## config.mk

```make
export PLATFORM = sky130hd
export DESIGN_NAME = led_pixel_pwm_duty_encoder_unit
export DESIGN_NICKNAME = d
export VERILOG_FILES = /design/src/design/lpde_pkg.sv /design/src/design/lpde_front.sv /design/src/design/lpde_queue.sv /design/src/design/lpde_back.sv /design/src/design/led_pixel_pwm_duty_encoder_unit.sv
export SDC_FILE = /design/constraint.sdc
export NUM_CORES = 1
export LEC_CHECK = 0
export ABC_AREA = 1
export BUFFER_PORTS_ARGS = -buffer_cell sky130_fd_sc_hd__buf_2
export CORE_ASPECT_RATIO = 1.2
export CORE_MARGIN = 1
export CORE_UTILIZATION = 35
export CTS_CLUSTER_SIZE = 40
export DETAILED_ROUTE_END_ITERATION = 8
export GPL_ROUTABILITY_DRIVEN = 0
export HOLD_SLACK_MARGIN = 0.02
export SYNTH_ARGS = -nofsm -noshare
export SYNTH_HDL_FRONTEND = slang
export SYNTH_SLANG_ARGS = --single-unit
```

## constraint.sdc

```tcl
create_clock -name i_clk -period 5.4 [get_ports i_clk]
set_input_delay 0.81 -clock i_clk [delete_from_list [all_inputs] [get_ports i_clk]]
set_output_delay 0.81 -clock i_clk [all_outputs]
set_load 0.05 [all_outputs]
```

## src/design/lpde_pkg.sv

```systemverilog
`default_nettype none

package lpde_pkg;

    // frame and encoding constants
    localparam int RESET_SLOTS      = 48;
    localparam int MAX_PIXELS       = 1024;
    localparam int BITS_PER_GROUP   = 8;
    localparam int BYTES_PER_PIXEL  = 3;
    localparam int MAX_RESULTS      = 9;
    localparam int MAX_RESET_GROUPS = MAX_RESULTS - BYTES_PER_PIXEL;
    localparam int RESET_GROUPS_RAW = (RESET_SLOTS + BITS_PER_GROUP - 1) / BITS_PER_GROUP;
    localparam int RESET_GROUPS     = (RESET_GROUPS_RAW > MAX_RESET_GROUPS) ?
                                      MAX_RESET_GROUPS : RESET_GROUPS_RAW;
    localparam int GROUPS_LAST      = BYTES_PER_PIXEL + RESET_GROUPS;

    // field widths
    localparam int BYTE_W  = 8;
    localparam int DUTY_W  = 9;
    localparam int LOW_W   = 8;
    localparam int FRAME_W = 11;
    localparam int POS_W   = 10;
    localparam int GRP_W   = 4;

    // queue between front and back
    localparam int Q_DEPTH = 4;
    localparam int Q_PTR_W = 2;
    localparam int Q_CNT_W = 3;

    // register map (byte address bit 2 selects the register)
    localparam logic REG_LOW_DUTY     = 1'b0;
    localparam logic REG_FRAME_PIXELS = 1'b1;

    typedef logic [BYTE_W-1:0] t_byte;
    typedef logic [DUTY_W-1:0] t_duty;

    // one queued pixel: its bytes and whether it closes the frame
    typedef struct packed {
        t_byte [BYTES_PER_PIXEL-1:0] bytes;
        logic                        last;
    } t_pix;

    // queue status seen by the front and the back
    typedef struct packed {
        logic full;
        logic empty;
    } t_q_stat;

endpackage

`default_nettype wire

```

## src/design/lpde_front.sv

```systemverilog
`default_nettype none

module lpde_front (
    input  wire                          i_clk,
    input  wire                          i_rst_n,
    input  wire                          i_valid,
    input  wire  [lpde_pkg::BYTE_W-1:0]  i_first_byte,
    input  wire  [lpde_pkg::BYTE_W-1:0]  i_second_byte,
    input  wire  [lpde_pkg::BYTE_W-1:0]  i_third_byte,
    input  wire  [lpde_pkg::FRAME_W-1:0] i_frame_pixels,
    input  wire  lpde_pkg::t_q_stat      i_q_stat,
    output logic                         o_stall,
    output logic                         o_push,
    output lpde_pkg::t_pix               o_pix
);
    import lpde_pkg::*;

    logic [POS_W-1:0]   r_pos;
    logic [POS_W-1:0]   n_pos;
    logic [FRAME_W-1:0] len;
    logic [FRAME_W-1:0] pos_next;
    logic               last;
    logic               accept;

    // frame length saturated into one .. max pixels
    always_comb begin
        priority if (i_frame_pixels == '0) begin
            len = FRAME_W'(1);
        end else if (i_frame_pixels > FRAME_W'(MAX_PIXELS)) begin
            len = FRAME_W'(MAX_PIXELS);
        end else begin
            len = i_frame_pixels;
        end
    end

    // this pixel closes the frame when it reaches the last position
    assign pos_next = {1'b0, r_pos} + FRAME_W'(1);
    assign last     = (pos_next >= len);

    assign o_stall = i_q_stat.full;
    assign accept  = i_valid && !i_q_stat.full;
    assign o_push  = accept;

    always_comb begin
        o_pix.bytes[0] = i_first_byte;
        o_pix.bytes[1] = i_second_byte;
        o_pix.bytes[2] = i_third_byte;
        o_pix.last     = last;
    end

    // pixel position within the frame
    always_comb begin
        n_pos = r_pos;
        if (accept) begin
            n_pos = last ? '0 : pos_next[POS_W-1:0];
        end
    end

    always_ff @(posedge i_clk) begin
        if (!i_rst_n) begin
            r_pos <= '0;
        end else begin
            r_pos <= n_pos;
        end
    end

endmodule

`default_nettype wire

```

## src/design/lpde_queue.sv

```systemverilog
`default_nettype none

module lpde_queue (
    input  wire                 i_clk,
    input  wire                 i_rst_n,
    input  wire                 i_push,
    input  wire  lpde_pkg::t_pix i_pix,
    input  wire                 i_pop,
    output lpde_pkg::t_pix      o_pix,
    output lpde_pkg::t_q_stat   o_stat
);
    import lpde_pkg::*;

    t_pix               r_mem [Q_DEPTH];
    logic [Q_PTR_W-1:0] r_wr;
    logic [Q_PTR_W-1:0] r_rd;
    logic [Q_CNT_W-1:0] r_cnt;
    logic               do_push;
    logic               do_pop;

    assign o_stat.full  = (r_cnt == Q_CNT_W'(Q_DEPTH));
    assign o_stat.empty = (r_cnt == '0);
    assign do_push      = i_push && !o_stat.full;
    assign do_pop       = i_pop && !o_stat.empty;
    assign o_pix        = r_mem[r_rd];

    // entry storage
    always_ff @(posedge i_clk) begin
        if (do_push) begin
            r_mem[r_wr] <= i_pix;
        end
    end

    // pointers and fill count
    always_ff @(posedge i_clk) begin
        if (!i_rst_n) begin
            r_wr  <= '0;
            r_rd  <= '0;
            r_cnt <= '0;
        end else begin
            if (do_push) begin
                r_wr <= r_wr + Q_PTR_W'(1);
            end
            if (do_pop) begin
                r_rd <= r_rd + Q_PTR_W'(1);
            end
            r_cnt <= r_cnt + Q_CNT_W'(do_push) - Q_CNT_W'(do_pop);
        end
    end

`ifndef SYNTH
    a_cnt_bound: assert property (@(posedge i_clk) disable iff (!i_rst_n)
        r_cnt <= Q_CNT_W'(Q_DEPTH))
        else $error("queue fill count past depth");
`endif

endmodule

`default_nettype wire

```

## src/design/lpde_back.sv

```systemverilog
`default_nettype none

module lpde_back (
    input  wire                         i_clk,
    input  wire                         i_rst_n,
    input  wire  lpde_pkg::t_pix        i_pix,
    input  wire  lpde_pkg::t_q_stat     i_q_stat,
    input  wire  [lpde_pkg::LOW_W-1:0]  i_low_duty,
    input  wire                         i_stall,
    output logic                        o_pop,
    output logic                        o_valid,
    output lpde_pkg::t_duty [lpde_pkg::BITS_PER_GROUP-1:0] o_duty,
    output logic                        o_is_reset,
    output logic                        o_end_of_frame
);
    import lpde_pkg::*;

    logic [GRP_W-1:0]               r_grp;
    logic                           r_valid;
    t_duty [BITS_PER_GROUP-1:0]     r_duty;
    logic                           r_is_reset;
    logic                           r_eof;
    t_duty [BITS_PER_GROUP-1:0]     n_duty;
    logic                           n_is_reset;
    logic                           n_eof;
    logic                           advance;
    logic                           last_grp;
    logic                           data_grp;
    t_byte                          cur_byte;
    t_duty                          duty_lo;
    t_duty                          duty_hi;

    // load a new group when the output register is free or drains
    assign advance  = !i_q_stat.empty && (!r_valid || !i_stall);
    assign data_grp = (r_grp < GRP_W'(BYTES_PER_PIXEL));
    assign last_grp = i_pix.last ? (r_grp == GRP_W'(GROUPS_LAST - 1))
                                 : (r_grp == GRP_W'(BYTES_PER_PIXEL - 1));
    assign o_pop    = advance && last_grp;

    // byte select and duty encoding, msb first
    assign cur_byte = data_grp ? i_pix.bytes[r_grp[1:0]] : '0;
    assign duty_lo  = {1'b0, i_low_duty};
    assign duty_hi  = {i_low_duty, 1'b0};

    always_comb begin
        for (int i = 0; i < BITS_PER_GROUP; i++) begin
            if (!data_grp) begin
                n_duty[i] = '0;
            end else begin
                n_duty[i] = cur_byte[BITS_PER_GROUP-1-i] ? duty_hi : duty_lo;
            end
        end
        n_is_reset = !data_grp;
        n_eof      = !data_grp && (r_grp == GRP_W'(GROUPS_LAST - 1));
    end

    // group sequencer
    always_ff @(posedge i_clk) begin
        if (!i_rst_n) begin
            r_grp   <= '0;
            r_valid <= 1'b0;
        end else begin
            if (advance) begin
                r_grp <= last_grp ? '0 : r_grp + GRP_W'(1);
            end
            if (advance) begin
                r_valid <= 1'b1;
            end else if (!i_stall) begin
                r_valid <= 1'b0;
            end
        end
    end

    // output payload register
    always_ff @(posedge i_clk) begin
        if (advance) begin
            r_duty     <= n_duty;
            r_is_reset <= n_is_reset;
            r_eof      <= n_eof;
        end
    end

    assign o_valid        = r_valid;
    assign o_duty         = r_duty;
    assign o_is_reset     = r_is_reset;
    assign o_end_of_frame = r_eof;

`ifndef SYNTH
    a_eof_in_reset: assert property (@(posedge i_clk) disable iff (!i_rst_n)
        r_valid && r_eof |-> r_is_reset)
        else $error("end of frame outside reset period");
    a_reset_zero: assert property (@(posedge i_clk) disable iff (!i_rst_n)
        r_valid && r_is_reset |-> (r_duty == '0))
        else $error("reset group carries nonzero duty");
    a_grp_range: assert property (@(posedge i_clk) disable iff (!i_rst_n)
        r_grp < GRP_W'(GROUPS_LAST))
        else $error("group counter out of range");
`endif

endmodule

`default_nettype wire

```

## src/design/led_pixel_pwm_duty_encoder_unit.sv

```systemverilog
// Single-wire serial LED bit encoder: each accepted pixel item (three colour bytes)
// is expanded into three groups of eight 9-bit PWM compare values, msb first;
// a zero bit gives low_duty and a one bit twice that. On the last pixel of a
// frame (frame_pixels, saturated to 1..1024) six all-zero reset groups follow,
// the final one flagged end_of_frame, and the pixel position restarts. The
// output register delivers one group per cycle while i_stall is low, so a
// pixel gives three groups and a frame-ending pixel nine. Pixels enter a
// 4-entry queue in front of that register and are taken every cycle while the
// queue has room. Write the registers only while the block is idle.
`default_nettype none

module led_pixel_pwm_duty_encoder_unit (
    input  wire                          i_clk,
    input  wire                          i_rst_n,
    // pixel input channel
    input  wire                          i_valid,
    output logic                         o_stall,
    input  wire  [lpde_pkg::BYTE_W-1:0]  i_first_byte,
    input  wire  [lpde_pkg::BYTE_W-1:0]  i_second_byte,
    input  wire  [lpde_pkg::BYTE_W-1:0]  i_third_byte,
    // group output channel
    output logic                         o_valid,
    input  wire                          i_stall,
    output logic [lpde_pkg::DUTY_W-1:0]  o_duty_0,
    output logic [lpde_pkg::DUTY_W-1:0]  o_duty_1,
    output logic [lpde_pkg::DUTY_W-1:0]  o_duty_2,
    output logic [lpde_pkg::DUTY_W-1:0]  o_duty_3,
    output logic [lpde_pkg::DUTY_W-1:0]  o_duty_4,
    output logic [lpde_pkg::DUTY_W-1:0]  o_duty_5,
    output logic [lpde_pkg::DUTY_W-1:0]  o_duty_6,
    output logic [lpde_pkg::DUTY_W-1:0]  o_duty_7,
    output logic                         o_is_reset,
    output logic                         o_end_of_frame,
    // register port
    input  wire                          psel,
    input  wire                          penable,
    input  wire                          pwrite,
    input  wire  [2:0]                   paddr,
    input  wire  [31:0]                  pwdata,
    output logic [31:0]                  prdata,
    output logic                         pready
);
    import lpde_pkg::*;

    logic [LOW_W-1:0]           r_low_duty;
    logic [FRAME_W-1:0]         r_frame_pixels;
    logic                       wr_en;
    logic                       push;
    logic                       pop;
    t_pix                       pix_in;
    t_pix                       pix_out;
    t_q_stat                    q_stat;
    t_duty [BITS_PER_GROUP-1:0] duty;

    // configuration registers
    assign pready = 1'b1;
    assign wr_en  = psel && penable && pwrite && pready;

    always_ff @(posedge i_clk) begin
        if (!i_rst_n) begin
            r_low_duty     <= LOW_W'(34);
            r_frame_pixels <= FRAME_W'(256);
        end else if (wr_en) begin
            unique case (paddr[2])
                REG_LOW_DUTY:     r_low_duty     <= pwdata[LOW_W-1:0];
                REG_FRAME_PIXELS: r_frame_pixels <= pwdata[FRAME_W-1:0];
                default:          r_low_duty     <= r_low_duty;
            endcase
        end
    end

    // register readback
    always_comb begin
        unique case (paddr[2])
            REG_LOW_DUTY:     prdata = {{(32-LOW_W){1'b0}}, r_low_duty};
            REG_FRAME_PIXELS: prdata = {{(32-FRAME_W){1'b0}}, r_frame_pixels};
            default:          prdata = '0;
        endcase
    end

    lpde_front u_front (
        .i_clk          (i_clk),
        .i_rst_n        (i_rst_n),
        .i_valid        (i_valid),
        .i_first_byte   (i_first_byte),
        .i_second_byte  (i_second_byte),
        .i_third_byte   (i_third_byte),
        .i_frame_pixels (r_frame_pixels),
        .i_q_stat       (q_stat),
        .o_stall        (o_stall),
        .o_push         (push),
        .o_pix          (pix_in)
    );

    lpde_queue u_queue (
        .i_clk   (i_clk),
        .i_rst_n (i_rst_n),
        .i_push  (push),
        .i_pix   (pix_in),
        .i_pop   (pop),
        .o_pix   (pix_out),
        .o_stat  (q_stat)
    );

    lpde_back u_back (
        .i_clk          (i_clk),
        .i_rst_n        (i_rst_n),
        .i_pix          (pix_out),
        .i_q_stat       (q_stat),
        .i_low_duty     (r_low_duty),
        .i_stall        (i_stall),
        .o_pop          (pop),
        .o_valid        (o_valid),
        .o_duty         (duty),
        .o_is_reset     (o_is_reset),
        .o_end_of_frame (o_end_of_frame)
    );

    assign o_duty_0 = duty[0];
    assign o_duty_1 = duty[1];
    assign o_duty_2 = duty[2];
    assign o_duty_3 = duty[3];
    assign o_duty_4 = duty[4];
    assign o_duty_5 = duty[5];
    assign o_duty_6 = duty[6];
    assign o_duty_7 = duty[7];

endmodule

`default_nettype wire
```

==> results of run 1 <==
layout make-up:
type	instances	area, um2	area share [%]
sequential	217	6090	50.5
clock inverter	13	188	1.56
timing repair buffer	134	683	5.67
multi-input combinational	695	3600	29.8
inverter	108	410	3.40
clock buffer	29	608	5.04
antenna	2	5.00	0.0415
tap	385	482	3.99
worst paths after layout:
path,startpoint,depth (start not counted),end,slack [ns]
min reg2reg,u_queue.r_rd[1]$_SDFFE_PN0P_,2,flip-flop,0.50
max,u_front.r_pos[0]$_SDFFE_PN0P_,15,u_queue.r_mem[2][0]$_DFFE_PP_,2.19
max reg2reg,u_front.r_pos[0]$_SDFFE_PN0P_,15,u_queue.r_mem[2][0]$_DFFE_PP_,2.19
min,i_first_byte[1],1,u_queue.r_mem[1][2]$_DFFE_PP_,0.49
state kept, by name (all words and copies together), names as in the netlist, 3 cells and up, named ones only:
signal / count
u_queue.r_mem: 100
u_back.o_duty: 72
r_frame_pixels: 11
u_front.r_pos: 10
r_low_duty: 8
u_back.r_grp: 4
u_queue.r_cnt: 3
synth_stat cells (2+ instances only):
library cell | count | area share, %
buf_4 | 29 | 2.1
edfxtp_1 | 174 | 50
o21ai_0 | 29 | 1.4
inv_4 | 2 | 0.12
nand4_1 | 60 | 3.6
nand2_4 | 8 | 0.86
clkbuf_1 | 20 | 0.72
a21oi_1 | 24 | 1.1
nand3_1 | 95 | 4.6
nor3_1 | 4 | 0.19
nor3_2 | 4 | 0.38
conb_1 | 2 | 0.072
nand2_2 | 11 | 0.66
dfxtp_1 | 43 | 8.2
o21ai_1 | 16 | 0.77
inv_2 | 3 | 0.11
nor2_2 | 2 | 0.12
nor2_1 | 96 | 3.4
ha_1 | 21 | 2.5
buf_2 | 17 | 0.81
nand3_4 | 8 | 1.3
nand2_1 | 265 | 9.5
inv_1 | 99 | 3.6
buf_6 | 8 | 0.86
xor2_1 | 5 | 0.42
clkinv_1 | 4 | 0.14
nand3_2 | 16 | 1.5
layer usage:
layer / global-route usage (%) / routed length [um] / vias up
met5: 0 / 24 / -
met4: 4.44 / 344 / 4
met3: 3.15 / 1490 / 29
met2: 26.3 / 11300 / 215
met1: 19.5 / 10100 / 3444
li1: - / - / 3777
logic make-up (layout without fill, tap and decap cells):
group	Yosys count	after routing	share of synthesized area, %
AO/OA/AOI/OAI	71	71	3.46
XOR/XNOR	6	6	0.503
adder cells (fa/ha/maj)	22	22	2.71
AND/OR/NAND/NOR	574	574	26.6
buffers and inverters	183	284	8.44
flip-flops	217	217	58.3
other	2	24	0.0719
stage by stage:
step           area, um2  hold slack (ns)
2_1_floorplan      10500            0.457
3_3_place_gp       11300            0.481
3_5_place_dp       11300            0.488
4_1_cts            12100            0.466
5_1_grt            12100            0.472
6_report           12100            0.491
worst max-delay path: stages, from the launching register on:
cell     delay [ns]
dfxtp_1        0.51
ha_1           0.25
nand2_1        0.06
nor2_1         0.27
nand3_1        0.16
nand2_1        0.12
inv_1          0.05
ha_1           0.32
nand2_1        0.07
inv_1          0.04
nand2_1        0.07
inv_1          0.04
nand2_1        0.05
nand2_1        0.04
nor2_1         0.66
inv_1          0.20
report_power, final:
group          internal, W  total, W  switching, W
Clock             0.000999   0.00166      0.000662
Combinational     0.000502   0.00257       0.00207
Sequential         0.00238   0.00254      0.000162
Total              0.00388   0.00677       0.00290
==> impl_metrics.json, run 1 <==
{
  "status": "finished, final reports clean",
  "final-setup-viol-count": 0,
  "power_w": 0.00677,
  "layout.cells.non_filler": 1583,
  "drive_gt1_share_pct": 19.3,
  "initialDrtViolationCount": 368,
  "grt_setup_unrepaired": "false",
  "slew_viol_final": 0,
  "synth_warnings": 0,
  "slew_headroom_pct": 32.9,
  "peakVddDrop_v": 0.000471,
  "ios": 175,
  "grt_pass1_vias": 6924,
  "antenna_found_initial": 4,
  "dp_slack_ns": 2.15,
  "wl_per_cell_um": 14.7,
  "fin_crit_sh_pct": 59.4,
  "tns_ns": 0,
  "min_path_type": "in -> reg",
  "drv_cap": 0,
  "max_slew.worst_pin.slew_ns": 1.01,
  "crit_path_end_kind": "flip-flop",
  "grt-ovfl-total": 0,
  "dpl.cell_count": 1539,
  "netlist_area_um2": 10400,
  "clkLatencyLatePin_ns": 0.54,
  "async_flop_share_pct": 0,
  "num-nets-final": 1267,
  "grt_max_degree": 81,
  "final_common_cell": "nand2_1",
  "clkTransAtPathRegs_ns": 0.06,
  "final_antenna_net_count": 0,
  "vias": 7469,
  "cp_max_fo": 11,
  "track_usage_pct": 15.3,
  "power_density_nw_per_um2": 562,
  "fin_crit_ns": 3.21,
  "drc": 0,
  "via_per_inst": 4.72,
  "cts_max_path_buffers": 3,
  "rows": 68,
  "start_util_pct": 35.9,
  "fill_cells": 2784,
  "setup_ws_ns": 2.19,
  "cts_tree": "built",
  "p_leak_nw": 5.25,
  "cts_made_buffers": 23,
  "synth_edf_count": 174,
  "arrival_ns": 3.42,
  "startpoint_type": "flip-flop",
  "drt-total-wl_mm": 23.3,
  "drt-pass1-iter-count": 5,
  "die-area_um2": 30500,
  "die_x_um": 160,
  "finalHoldViolCount": 0,
  "dpl.hpwl_mm": 15.2,
  "finalClockSkew_ns": 0.0227,
  "cts_root_buffer": "clkbuf_16",
  "core_area_um2": 29100,
  "cts_setup_buffers": 0,
  "yosysSeqAreaShare_pct": 58.3,
  "io_buffers": 129,
  "synthFlopType": "edfxtp_1",
  "area_growth_pct": 15.4,
  "final_cell_mix": "265 x nand2_1, 174 x edfxtp_1, 129 x buf_2, 99 x inv_1, 95 x nand3_1",
  "syn_inst": 1075,
  "cp.required_ns": 5.61,
  "syn_avg_cell_area_um2": 9.72,
  "critPathKind": "reg -> reg",
  "fmax_ghz": 0.312,
  "final_core_util_pct": 41.4,
  "synth.distinct_cells": 37,
  "die_h_um": 191,
  "grt_pass1_wl_mm": 37.1,
  "cts-resized-gates": 0,
  "cts.sinks": 217,
  "cts_hold_buf": 0,
  "ctsHtreeMaxLevel": 1,
  "synth-seq-cells": 217
}
(Power assumes the default switching activity.)
==> run 2, diff against run 1 <==
- clock period: 5.4 -> 3.1 ns (I/O delays scaled with it)
==> run 2 against run 1 <==
Critical path depth shrank 12. Flip-flop and latch count is the same. Final area grew 0.69%. Largest cell class unchanged. Critical endpoint is now prdata[7]. Worst hold slack lost 0.34 ns. Sequential power grew 72%. Total power grew 71%. Die area is the same.
==> impl_metrics.json, run 2 (synthesized netlist as in run 1, its figures left out) <==
{
  "clkTransAtPathRegs_ns": 0.06,
  "cts_setup_buffers": 0,
  "cts.sinks": 217,
  "rows": 68,
  "r2r_end": "u_front.r_pos[8]$_SDFFE_PN0P_",
  "via_per_inst": 4.66,
  "pwr-share-clk_pct": 22.9,
  "grt-ovfl-total": 0,
  "top_register": "u_queue.r_mem",
  "drt-total-wl_mm": 23.4,
  "max_slew.worst_pin.slew_ns": 1.03,
  "r2r_slack_ns": 0.55,
  "reg2reg_from": "u_front.r_pos[1]$_SDFFE_PN0P_",
  "startpoint_type": "flip-flop",
  "min_path_type": "in -> reg",
  "p_sw_share_pct": 43.2,
  "seq_area_um2": 6090,
  "dpl.hpwl_mm": 15.7,
  "internal_power_w": 0.00660,
  "clkLatencyLatePin_ns": 0.53,
  "area_growth_pct": 16.2,
  "core_area_um2": 29100,
  "arrival_ns": 2.15,
  "grt_setup_unrepaired": "false",
  "multi_input_area_um2": 3580,
  "layout.cells.non_filler": 1603,
  "final_core_util_pct": 41.7,
  "cts_made_buffers": 23,
  "cts_root_buffer": "clkbuf_16",
  "p_switching_w": 0.00501,
  "grt_pass1_wl_mm": 37.0,
  "combPwrFrac_pct": 39.4,
  "cts_hold_buf": 0,
  "cts-resized-gates": 0,
  "dpl.cell_count": 1559,
  "final_common_cell": "nand2_1",
  "rr_worst_depth": 13,
  "cp_max_fo": 10,
  "fmax_ghz": 0.383,
  "grt_pass1_vias": 6950,
  "finalClockSkew_ns": 0.0211,
  "critPathKind": "reg -> out",
  "hold_end": "u_queue.r_mem[3][13]$_DFFE_PP_",
  "drt-pass1-iter-count": 5,
  "fin_crit_ns": 2.61,
  "die-area_um2": 30500,
  "ctsHtreeMaxLevel": 1,
  "largest_reg_flops": 100,
  "die_h_um": 191,
  "slew_viol_final": 0,
  "drv_cap": 0,
  "peakVddDrop_v": 0.000783,
  "power_w": 0.0116,
  "grt_max_degree": 81,
  "die_x_um": 160,
  "cp.required_ns": 2.63,
  "io_buffers": 129,
  "vias": 7474,
  "cts_max_path_buffers": 3,
  "status": "finished, final reports clean",
  "initialDrtViolationCount": 454,
  "cts_tree": "built",
  "drc": 0,
  "postPlaceCellArea_um2": 11400,
  "track_usage_pct": 15.3,
  "fin_crit_sh_pct": 84.3,
  "ios": 175,
  "final_antenna_net_count": 0,
  "hold_path_depth": 1,
  "final_cell_mix": "265 x nand2_1, 174 x edfxtp_1, 129 x buf_2, 98 x inv_1, 95 x nand3_1",
  "antenna_found_initial": 4,
  "tns_ns": 0,
  "finish.instance_area_um2": 12100,
  "crit_path_end_kind": "output pin",
  "start_util_pct": 35.9,
  "slew_headroom_pct": 31.5,
  "min_from": "i_second_byte[4]",
  "power_density_nw_per_um2": 957,
  "fill_cells": 2825,
  "power_frac_seq_pct": 37.7,
  "drive_gt1_share_pct": 20.6,
  "p_leak_nw": 5.32,
  "finalHoldViolCount": 0,
  "num-nets-final": 1287,
  "wl_per_cell_um": 14.6,
  "final-setup-viol-count": 0
}
==> run 2: changes by cell type in the layout (fill, tap and decap cells not counted), moves of 2 or more <==
cell | previous run | this run
buf_4 | 5 | 24
nor2_4 | 6 | 2
clkinv_1 | 5 | 11
nor2_2 | 1 | 5
clkbuf_1 | 5 | 1
bufinv_16 | 4 | 2
==> run 2: power by group through the flow <==
stage / combinational (W) / sequential (W) / clock (W)
5_1_grt: 0.00492 / 0.00445 / 0.00283
6_report: 0.00458 / 0.00438 / 0.00266
3_5_place_dp: 0.00462 / 0.00445 / 0
4_1_cts: 0.00462 / 0.00440 / 0.00273
2_1_floorplan: 0.00176 / 0.00624 / 0
3_3_place_gp: 0.00457 / 0.00445 / 0
==> run 2: layout make-up <==
cell class,count,share of cell area [%]
repair buffers,154,6.97
multi-input cells,695,29.5
clock inverters,18,1.29
flip-flops and latches,217,50.1
diodes,2,0.0412
well taps,385,3.97
clock buffers,24,4.77
inverters,108,3.38
==> run 2: worst max path at each step <==
stage	start	end	slack [ns]
global route	u_front.r_pos[1]$_SDFFE_PN0P_	u_front.r_pos[1]$_SDFFE_PN0P_	0.19
global placement	u_front.r_pos[1]$_SDFFE_PN0P_	u_front.r_pos[5]$_SDFFE_PN0P_	0.59
detailed placement	u_front.r_pos[1]$_SDFFE_PN0P_	u_front.r_pos[8]$_SDFFE_PN0P_	0.54
finish	r_low_duty[7]$_SDFFE_PN0P_	prdata[7]	0.49
CTS	r_low_duty[7]$_SDFFE_PN0P_	prdata[7]	0.42
floorplan	i_stall	u_queue.r_cnt[2]$_SDFF_PN0_	-0.18
==> run 2: through the flow <==
stage	setup WS (ns)	hold slack [ns]
after floorplan	-0.175	0.457
after global placement	0.585	0.480
after detailed placement	0.545	0.487
after CTS	0.425	0.134
after global routing	0.187	0.138
final	0.487	0.155
==> run 2: layer usage <==
layer	part of all wire (%)	GRT usage (%)
met5	0.13	0
met4	2.4	5.14
met3	6.5	2.76
met2	48	26.5
met1	43	19.3
==> run 2: critical path, stage by stage (launching register included) <==
cell and delay, ns:
dfxtp_1 0.60, clkinv_1 0.45, o21ai_0 0.29, buf_2 0.30
